[src/design/i2c_bit_level_master_macros.svh]
// assertion helpers for the asserting design file
`ifndef I2C_BIT_LEVEL_MASTER_MACROS_SVH
`define I2C_BIT_LEVEL_MASTER_MACROS_SVH

// same-cycle implication, checked out of reset
`define I2CBL_ASSERT_IMPL(lbl, ante, cons) \
  lbl: assert property (@(posedge clk_i) disable iff (!rst_ni) (ante) |-> (cons)) \
    else $error("i2c bit engine: same-cycle check failed");

// next-cycle implication, checked out of reset
`define I2CBL_ASSERT_NEXT(lbl, ante, cons) \
  lbl: assert property (@(posedge clk_i) disable iff (!rst_ni) (ante) |=> (cons)) \
    else $error("i2c bit engine: next-cycle check failed");

`endif

[src/design/i2cbl_pkg.sv]
`timescale 1ns / 1ps
`default_nettype none

package i2cbl_pkg;

  // bus phases, one-hot
  typedef enum logic [10:0] {
    PH_IDLE  = 11'b000_0000_0001,
    PH_S1    = 11'b000_0000_0010,
    PH_S2    = 11'b000_0000_0100,
    PH_S3    = 11'b000_0000_1000,
    PH_P1    = 11'b000_0001_0000,
    PH_P2    = 11'b000_0010_0000,
    PH_BSET  = 11'b000_0100_0000,
    PH_BHIGH = 11'b000_1000_0000,
    PH_BLOW  = 11'b001_0000_0000,
    PH_RHIGH = 11'b010_0000_0000,
    PH_RLOW  = 11'b100_0000_0000
  } phase_e;

  // command codes
  localparam logic [1:0] KIND_START = 2'd0;
  localparam logic [1:0] KIND_STOP  = 2'd1;
  localparam logic [1:0] KIND_WRITE = 2'd2;
  localparam logic [1:0] KIND_READ  = 2'd3;

  localparam int unsigned       BitsPerByte = 8;
  localparam logic [15:0]       PhaseTicksReset = 16'd100;

  // one result item
  typedef struct packed {
    logic [2:0] pad;
    logic       slave_nack;
    logic [7:0] read_data;
    logic       cmd_done;
    logic       busy_res;
    logic       sda_out;
    logic       scl_out;
  } result_t;

endpackage

`default_nettype wire

[src/design/i2c_bit_level_master.sv]
`timescale 1ns / 1ps
`default_nettype none
// channel   | direction | handshake              | payload
// ----------+-----------+------------------------+------------------------------
// s_axis    | in        | s_axis_tvalid/tready   | one bus tick with command
// m_axis    | out       | m_axis_tvalid/tready   | line drive and status after it
// cfg       | in        | cfg_valid/cfg_ready    | phase_ticks
//
// one tick transaction per clock cycle while the output is not stalled; the engine
// state and the output register both load on the clock edge that accepts the tick
// reset brings the engine to idle with both lines released, phase_ticks 100
// a stalled output holds its result and stops input acceptance until taken
// cfg is always ready and takes effect on the next tick

`include "i2c_bit_level_master_macros.svh"

module i2c_bit_level_master
  import i2cbl_pkg::*;
(
  input  wire logic        clk_i,
  input  wire logic        rst_ni,
  input  wire logic        s_axis_tvalid_i,
  output logic             s_axis_tready_o,
  // [0] cmd_valid, [8:1] write_byte, [9] master_nack, [10] sda_in, [15:11] zero
  input  wire logic [15:0] s_axis_tdata_i,
  // [1:0] req_type
  input  wire logic [1:0]  s_axis_tuser_i,
  output logic             m_axis_tvalid_o,
  input  wire logic        m_axis_tready_i,
  // [0] scl_out, [1] sda_out, [2] busy_res, [3] cmd_done, [11:4] read_data,
  // [12] slave_nack, [15:13] zero
  output logic [15:0]      m_axis_tdata_o,
  input  wire logic        cfg_valid_i,
  output logic             cfg_ready_o,
  input  wire logic [15:0] cfg_data_i
);

  // input fields
  logic       cmd_valid;
  logic [1:0] req_type;
  logic [7:0] write_byte;
  logic       master_nack;
  logic       sda_in;

  assign cmd_valid   = s_axis_tdata_i[0];
  assign write_byte  = s_axis_tdata_i[8:1];
  assign master_nack = s_axis_tdata_i[9];
  assign sda_in      = s_axis_tdata_i[10];
  assign req_type    = s_axis_tuser_i;

  // engine state
  logic [15:0] phase_ticks_q;
  phase_e      phase_q, phase_d;
  logic [1:0]  kind_q, kind_d;
  logic [3:0]  bit_count_q, bit_count_d;
  logic [7:0]  shift_q, shift_d;
  logic [15:0] tick_q, tick_d;
  logic        scl_q, scl_d;
  logic        sda_q, sda_d;
  logic        nack_q, nack_d;
  logic [7:0]  read_hold_q, read_hold_d;
  logic        ack_choice_q, ack_choice_d;

  // output register
  logic        m_valid_q;
  result_t     m_data_q, m_data_d;

  logic        s_accept;
  logic        done;
  logic        enter_en;
  phase_e      enter_ph;
  logic [15:0] limit;
  logic [15:0] tick_inc;
  logic        phase_end;

  assign s_axis_tready_o = !m_valid_q || m_axis_tready_i;
  assign s_accept        = s_axis_tvalid_i && s_axis_tready_o;
  assign cfg_ready_o     = 1'b1;
  assign m_axis_tvalid_o = m_valid_q;
  assign m_axis_tdata_o  = m_data_q;

  // phase length, zero acts as one
  assign limit     = (phase_ticks_q == 16'd0) ? 16'd1 : phase_ticks_q;
  assign tick_inc  = tick_q + 16'd1;
  assign phase_end = (tick_inc >= limit);

  // next engine state for one tick
  always_comb begin
    phase_d      = phase_q;
    kind_d       = kind_q;
    bit_count_d  = bit_count_q;
    shift_d      = shift_q;
    tick_d       = tick_q;
    scl_d        = scl_q;
    sda_d        = sda_q;
    nack_d       = nack_q;
    read_hold_d  = read_hold_q;
    ack_choice_d = ack_choice_q;
    done         = 1'b0;
    enter_en     = 1'b0;
    enter_ph     = PH_IDLE;

    if (phase_q == PH_IDLE) begin
      // command start
      if (cmd_valid) begin
        kind_d      = req_type;
        bit_count_d = '0;
        enter_en    = 1'b1;
        unique case (req_type)
          KIND_START: enter_ph = PH_S1;
          KIND_STOP:  enter_ph = PH_P1;
          KIND_WRITE: begin
            shift_d  = write_byte;
            enter_ph = PH_BSET;
          end
          default: begin
            shift_d      = '0;
            ack_choice_d = master_nack;
            enter_ph     = PH_RHIGH;
          end
        endcase
      end
    end else begin
      tick_d = tick_inc;
      if (phase_end) begin
        // phase transitions
        unique case (phase_q)
          PH_S1: begin
            enter_en = 1'b1;
            enter_ph = PH_S2;
          end
          PH_S2: begin
            enter_en = 1'b1;
            enter_ph = PH_S3;
          end
          PH_P1: begin
            enter_en = 1'b1;
            enter_ph = PH_P2;
          end
          PH_BSET: begin
            enter_en = 1'b1;
            enter_ph = PH_BHIGH;
          end
          PH_BHIGH: begin
            if (bit_count_q >= 4'(BitsPerByte) && kind_q == KIND_WRITE) begin
              nack_d = sda_in;
            end
            enter_en = 1'b1;
            enter_ph = PH_BLOW;
          end
          PH_BLOW: begin
            if (bit_count_q < 4'(BitsPerByte)) begin
              bit_count_d = bit_count_q + 4'd1;
              shift_d     = {shift_q[6:0], 1'b0};
              enter_en    = 1'b1;
              enter_ph    = PH_BSET;
            end else begin
              sda_d = 1'b1;
              done  = 1'b1;
            end
          end
          PH_RHIGH: begin
            shift_d  = {shift_q[6:0], sda_in};
            enter_en = 1'b1;
            enter_ph = PH_RLOW;
          end
          PH_RLOW: begin
            bit_count_d = bit_count_q + 4'd1;
            enter_en    = 1'b1;
            if (bit_count_d >= 4'(BitsPerByte)) begin
              read_hold_d = shift_q;
              enter_ph    = PH_BSET;
            end else begin
              enter_ph = PH_RHIGH;
            end
          end
          default: done = 1'b1;
        endcase
        if (done) begin
          phase_d = PH_IDLE;
          tick_d  = '0;
        end
      end
    end

    // line levels on phase entry
    if (enter_en) begin
      phase_d = enter_ph;
      tick_d  = '0;
      unique case (enter_ph)
        PH_S1: begin
          scl_d = 1'b1;
          sda_d = 1'b1;
        end
        PH_S2: sda_d = 1'b0;
        PH_S3: scl_d = 1'b0;
        PH_P1: begin
          scl_d = 1'b1;
          sda_d = 1'b0;
        end
        PH_P2: sda_d = 1'b1;
        PH_BSET: begin
          scl_d = 1'b0;
          if (bit_count_d < 4'(BitsPerByte)) begin
            sda_d = shift_d[7];
          end else if (kind_d == KIND_WRITE) begin
            sda_d = 1'b1;
          end else begin
            sda_d = ack_choice_d;
          end
        end
        PH_BHIGH: scl_d = 1'b1;
        PH_BLOW:  scl_d = 1'b0;
        PH_RHIGH: begin
          scl_d = 1'b1;
          sda_d = 1'b1;
        end
        PH_RLOW: scl_d = 1'b0;
        default: ;
      endcase
    end
  end

  // result of this tick
  always_comb begin
    m_data_d            = '0;
    m_data_d.scl_out    = scl_d;
    m_data_d.sda_out    = sda_d;
    m_data_d.busy_res   = (phase_d != PH_IDLE);
    m_data_d.cmd_done   = done;
    m_data_d.read_data  = read_hold_d;
    m_data_d.slave_nack = nack_d;
  end

  // engine registers
  always_ff @(posedge clk_i or negedge rst_ni) begin
    if (!rst_ni) begin
      phase_q      <= PH_IDLE;
      kind_q       <= KIND_START;
      bit_count_q  <= '0;
      shift_q      <= '0;
      tick_q       <= '0;
      scl_q        <= 1'b1;
      sda_q        <= 1'b1;
      nack_q       <= 1'b0;
      read_hold_q  <= '0;
      ack_choice_q <= 1'b0;
    end else if (s_accept) begin
      phase_q      <= phase_d;
      kind_q       <= kind_d;
      bit_count_q  <= bit_count_d;
      shift_q      <= shift_d;
      tick_q       <= tick_d;
      scl_q        <= scl_d;
      sda_q        <= sda_d;
      nack_q       <= nack_d;
      read_hold_q  <= read_hold_d;
      ack_choice_q <= ack_choice_d;
    end
  end

  // configuration register
  always_ff @(posedge clk_i or negedge rst_ni) begin
    if (!rst_ni) begin
      phase_ticks_q <= PhaseTicksReset;
    end else if (cfg_valid_i && cfg_ready_o) begin
      phase_ticks_q <= cfg_data_i;
    end
  end

  // output register valid
  always_ff @(posedge clk_i or negedge rst_ni) begin
    if (!rst_ni) begin
      m_valid_q <= 1'b0;
    end else if (s_accept) begin
      m_valid_q <= 1'b1;
    end else if (m_axis_tready_i) begin
      m_valid_q <= 1'b0;
    end
  end

  // output payload
  always_ff @(posedge clk_i) begin
    if (s_accept) begin
      m_data_q <= m_data_d;
    end
  end

  // checks
  `I2CBL_ASSERT_IMPL(a_bit_count_range, 1'b1, bit_count_q <= 4'(BitsPerByte))
  `I2CBL_ASSERT_NEXT(a_done_goes_idle, s_accept && done, phase_q == PH_IDLE)
  `I2CBL_ASSERT_NEXT(a_busy_matches, s_accept, m_data_q.busy_res == (phase_q != PH_IDLE))

endmodule

`default_nettype wire
[config.mk]
export PLATFORM = sky130hd
export DESIGN_NAME = i2c_bit_level_master
export DESIGN_NICKNAME = d
export VERILOG_FILES = /design/src/design/i2cbl_pkg.sv /design/src/design/i2c_bit_level_master.sv
export VERILOG_INCLUDE_DIRS = /design/src /design/src/design
export SDC_FILE = /design/constraint.sdc
export NUM_CORES = 1
export LEC_CHECK = 0
export BUFFER_PORTS_ARGS = -buffer_cell sky130_fd_sc_hd__buf_2
export CAP_MARGIN = 25
export CORE_MARGIN = 2
export CORE_UTILIZATION = 42
export CTS_CLUSTER_DIAMETER = 30
export DETAILED_ROUTE_END_ITERATION = 8
export PLACE_DENSITY_LB_ADDON = 0.1
export SYNTH_ARGS = -nofsm -noshare
export SYNTH_HDL_FRONTEND = slang
export SYNTH_SLANG_ARGS = --single-unit
[constraint.sdc]
create_clock -name clk_i -period 4.3 [get_ports clk_i]
set_input_delay 1.075 -clock clk_i [delete_from_list [all_inputs] [get_ports clk_i]]
set_output_delay 1.075 -clock clk_i [all_outputs]
set_load 0.01 [all_outputs]
==> flow_metrics.tcl <==
set metrics [dict create \
    outcome "completed" \
    dieArea_mm2 0.01213 \
    power_frac_comb_pct 36.2 \
    critPathCapture "m_axis_tdata_o[1]$_DFFE_PP_" \
    vias_per_cell 5.532 \
    n_antenna_cell 0 \
    htreeDepth 3 \
    hold_viol 0 \
    fmax_ghz 0.2494 \
    setup.worst_path.start "tick_q[0]$_DFFE_PN0P_" \
    worstPathArrival_ns 4.10 \
    crit_path_max_fanout 9 \
    nets 604 \
    coreArea_mm2 0.01094 \
    drv_slew 0 \
    synth_area_mm2 0.004732 \
    num_io_pins 58 \
    syn_avg_cell_area_um2 9.618 \
    wl_per_cell_um 15.84 \
    tightest_slew_ns 0.8510 \
    routed_wl_um 10930 \
    grt_pass1_vias 3622 \
    die_w_um 110.1 \
    netlist-cell-type-count 67 \
    grt_pass1_wl_um 18150 \
    period_minus_slack_ns 4.010 \
    grt_max_degree 48 \
    clk_pin_slew_ns 0.06 \
    power_density_mw_per_mm2 545.5 \
    synth_edf_count 13 \
    numCtsBuffers 9 \
    synthArstFlopShare_pct 84.34 \
    grt-ovfl-total 0 \
    drtPass1Iterations 5 \
    worstSetupPathType "reg2reg" \
    die_y_um 110.1 \
    p_sw_w 0.001147 \
    fin_crit_sh_pct 93.26 \
    setup_violations 0 \
    cap_violations 0 \
    hpwlAfterDp_um 7915 \
    critPathLaunchType "flop" \
    utilization_pct 50.19 \
    antenna_found_initial 0 \
    synth_seq_area_share_pct 45.43 \
    ctsRootBufferMaster "clkbuf_16" \
    maxSlewHeadroom_pct 42.47 \
    first_iter_violations 216 \
    port_buffers 48 \
    clk_latency_ns 0.35 \
    via_count 3817 \
    finalClockSkew_ns 0.005065 \
    synthCells 492 \
    rr_endpoint "m_axis_tdata_o[1]$_DFFE_PP_" \
    clock-sinks 83 \
    area.growth.synth_to_final_pct 16.00 \
    gr-usage-all-layers_pct 19.81 \
    rr_worst_depth 15 \
    worstHoldPathType "reg2reg" \
    intPower_w 0.001847 \
    synth-main-ff-cell "dfrtp_1" \
    p_leak_nw 2.461 \
    drive_gt1_share_pct 23.27 \
    num_rows 38 \
    gp_congestion 0.8768 \
    clk_path_buf_depth 2 \
    initial_core_util_pct 43.27 \
    cp-end-kind "flop" \
    drc 0 \
    finalSetupTns_ns 0 \
    r2r_start "tick_q[0]$_DFFE_PN0P_" \
    cts_tree "yes" \
    ys_seq_elements 83 \
    crit_required_ns 4.39 \
    p_clk_share_pct 27.0 \
    rsz0062_at_grt "no" \
    yosys_warnings 0 \
    ant_nets 0 \
    r2r_slack_ns 0.29 \
    seqPwrFrac_pct 36.8 \
    vdd_ir_drop_max_mv 0.2676 \
    netSwitchingFraction_pct 38.32 \
]
-- synth_stat cells, types with 5 or more instances --
master / count / area (um^2)
nand2b_1: 5 / 31.28
dfstp_2: 6 / 157.7
nand2_1: 69 / 259.0
ha_1: 20 / 250.2
a21oi_1: 11 / 55.05
o21ai_0: 58 / 290.3
a22oi_1: 6 / 45.04
and3_1: 6 / 37.54
xnor2_1: 11 / 96.34
inv_1: 25 / 93.84
mux2_2: 25 / 281.5
a22o_1: 5 / 43.79
nand4_1: 7 / 43.79
o31ai_1: 6 / 45.04
nor3_1: 7 / 35.03
clkbuf_1: 18 / 67.56
dfrtp_1: 64 / 1602
nand3_1: 18 / 90.09
edfxtp_1: 13 / 390.4
nor2_1: 27 / 101.4
-- through the flow --
| step | instances | area, um^2 | power, W | setup slack, ns | hold slack, ns |
|---|---|---|---|---|---|
| 2_1_floorplan | 494 | 4740 | 0.001868 | 0.5192 | 0.4498 |
| 5_1_grt | 690 | 5489 | 0.003213 | 0.02505 | 0.5126 |
| 3_5_place_dp | 672 | 5156 | 0.002189 | 0.1026 | 0.4870 |
| 3_3_place_gp | 671 | 5149 | 0.002162 | 0.1773 | 0.4678 |
| 6_report | 690 | 5489 | 0.002994 | 0.2899 | 0.4948 |
| 4_1_cts | 688 | 5466 | 0.003011 | 0.06593 | 0.5018 |
-- layout make-up --
cell class / instances / area [um^2]
fill: 1065 / 5446
multi-input combinational: 360 / 2389
sequential: 83 / 2150
timing repair buffer: 65 / 367.9
clock buffer: 10 / 239.0
tap: 140 / 175.2
inverter: 26 / 97.59
clock inverter: 6 / 71.32
-- layer usage --
metal | global-route usage [%] | up-vias | part of all wire, %
met5 | 0 | - | 0
met4 | 10.18 | 0 | 2.6
met3 | 4.350 | 19 | 5.4
met2 | 28.31 | 98 | 44
met1 | 28.09 | 1821 | 48
li1 | - | 1879 | -
-- layout by cell type (no fill, tap or decap), types with 5 or more instances in the layout --
cell and n:
nand2_1 69, dfrtp_1 64, o21ai_0 57, buf_2 48
nor2_1 27, mux2_2 25, inv_1 25, ha_1 20
nand3_1 18, buf_4 17, edfxtp_1 13, a21oi_1 11
xnor2_1 11, clkbuf_16 9, nand4_1 7, nor3_1 7
and3_1 6, o31ai_1 6, a22oi_1 6, dfstp_2 6
a22o_1 5, nand2b_1 5
-- cells by family after synthesis --
group | Yosys count | synth area share [%]
xor gates and xnor gates | 15 | 2.776
adders and majority gates | 20 | 5.288
other | 2 | 0.1587
and+or+nand+nor | 168 | 17.87
buffers and inverters | 51 | 4.415
muxes | 27 | 6.372
AOI/OAI and AO/OA | 126 | 17.69
DFF | 83 | 45.43
-- critical path, cell delays in order (launching register included) --
cell,delay [ns]
dfrtp_1,0.43
ha_1,0.26
nand3_1,0.13
nor2_1,0.22
and3_1,0.24
nand3_1,0.10
xnor2_1,0.16
ha_1,0.28
nand4_1,0.21
a2111oi_2,0.30
a32oi_2,0.18
buf_4,0.20
a211o_1,0.31
a31o_2,0.25
o31ai_1,0.36
nand2_1,0.10
-- power groups by stage --
stage | Clock (W) | Sequential, W | Combinational (W)
finish | 0.000809 | 0.00110 | 0.00108
global route | 0.000864 | 0.00112 | 0.00123
CTS | 0.000831 | 0.00110 | 0.00108
detailed placement | 0 | 0.00111 | 0.00108
global placement | 0 | 0.00111 | 0.00105
floorplan | 0 | 0.00105 | 0.000817
-- worst min-delay path by stage --
stage	from	endpoint	slack, ns	cells past startpoint
floorplan	tick_q[14]$_DFFE_PN0P_	tick_q[14]$_DFFE_PN0P_	0.45	2
global route	nack_q$_DFFE_PN0P_	nack_q$_DFFE_PN0P_	0.51	1
CTS	tick_q[14]$_DFFE_PN0P_	tick_q[14]$_DFFE_PN0P_	0.50	2
detailed placement	tick_q[14]$_DFFE_PN0P_	tick_q[14]$_DFFE_PN0P_	0.49	2
global placement	tick_q[14]$_DFFE_PN0P_	tick_q[14]$_DFFE_PN0P_	0.47	2
finish	tick_q[14]$_DFFE_PN0P_	tick_q[14]$_DFFE_PN0P_	0.49	2
-- sequential cells by signal (all words and copies together), names as in the netlist, 2 cells and up --
register,cells
tick_q,16
phase_q,11
bit_count_q,4
kind_q,2
shift_q,8
read_hold_q,8
phase_ticks_q,16
m_axis_tdata_o,13
-- repair_timing --
| action | CTS | global route |
|---|---|---|
| gates resized for setup | 0 | 1 |
| setup endpoints to repair | 0 | 17 |
| hold buffers | 0 | 0 |
| buffers inserted | 0 | 2 |
No activity file was read; power rests on OpenSTA's default activity.
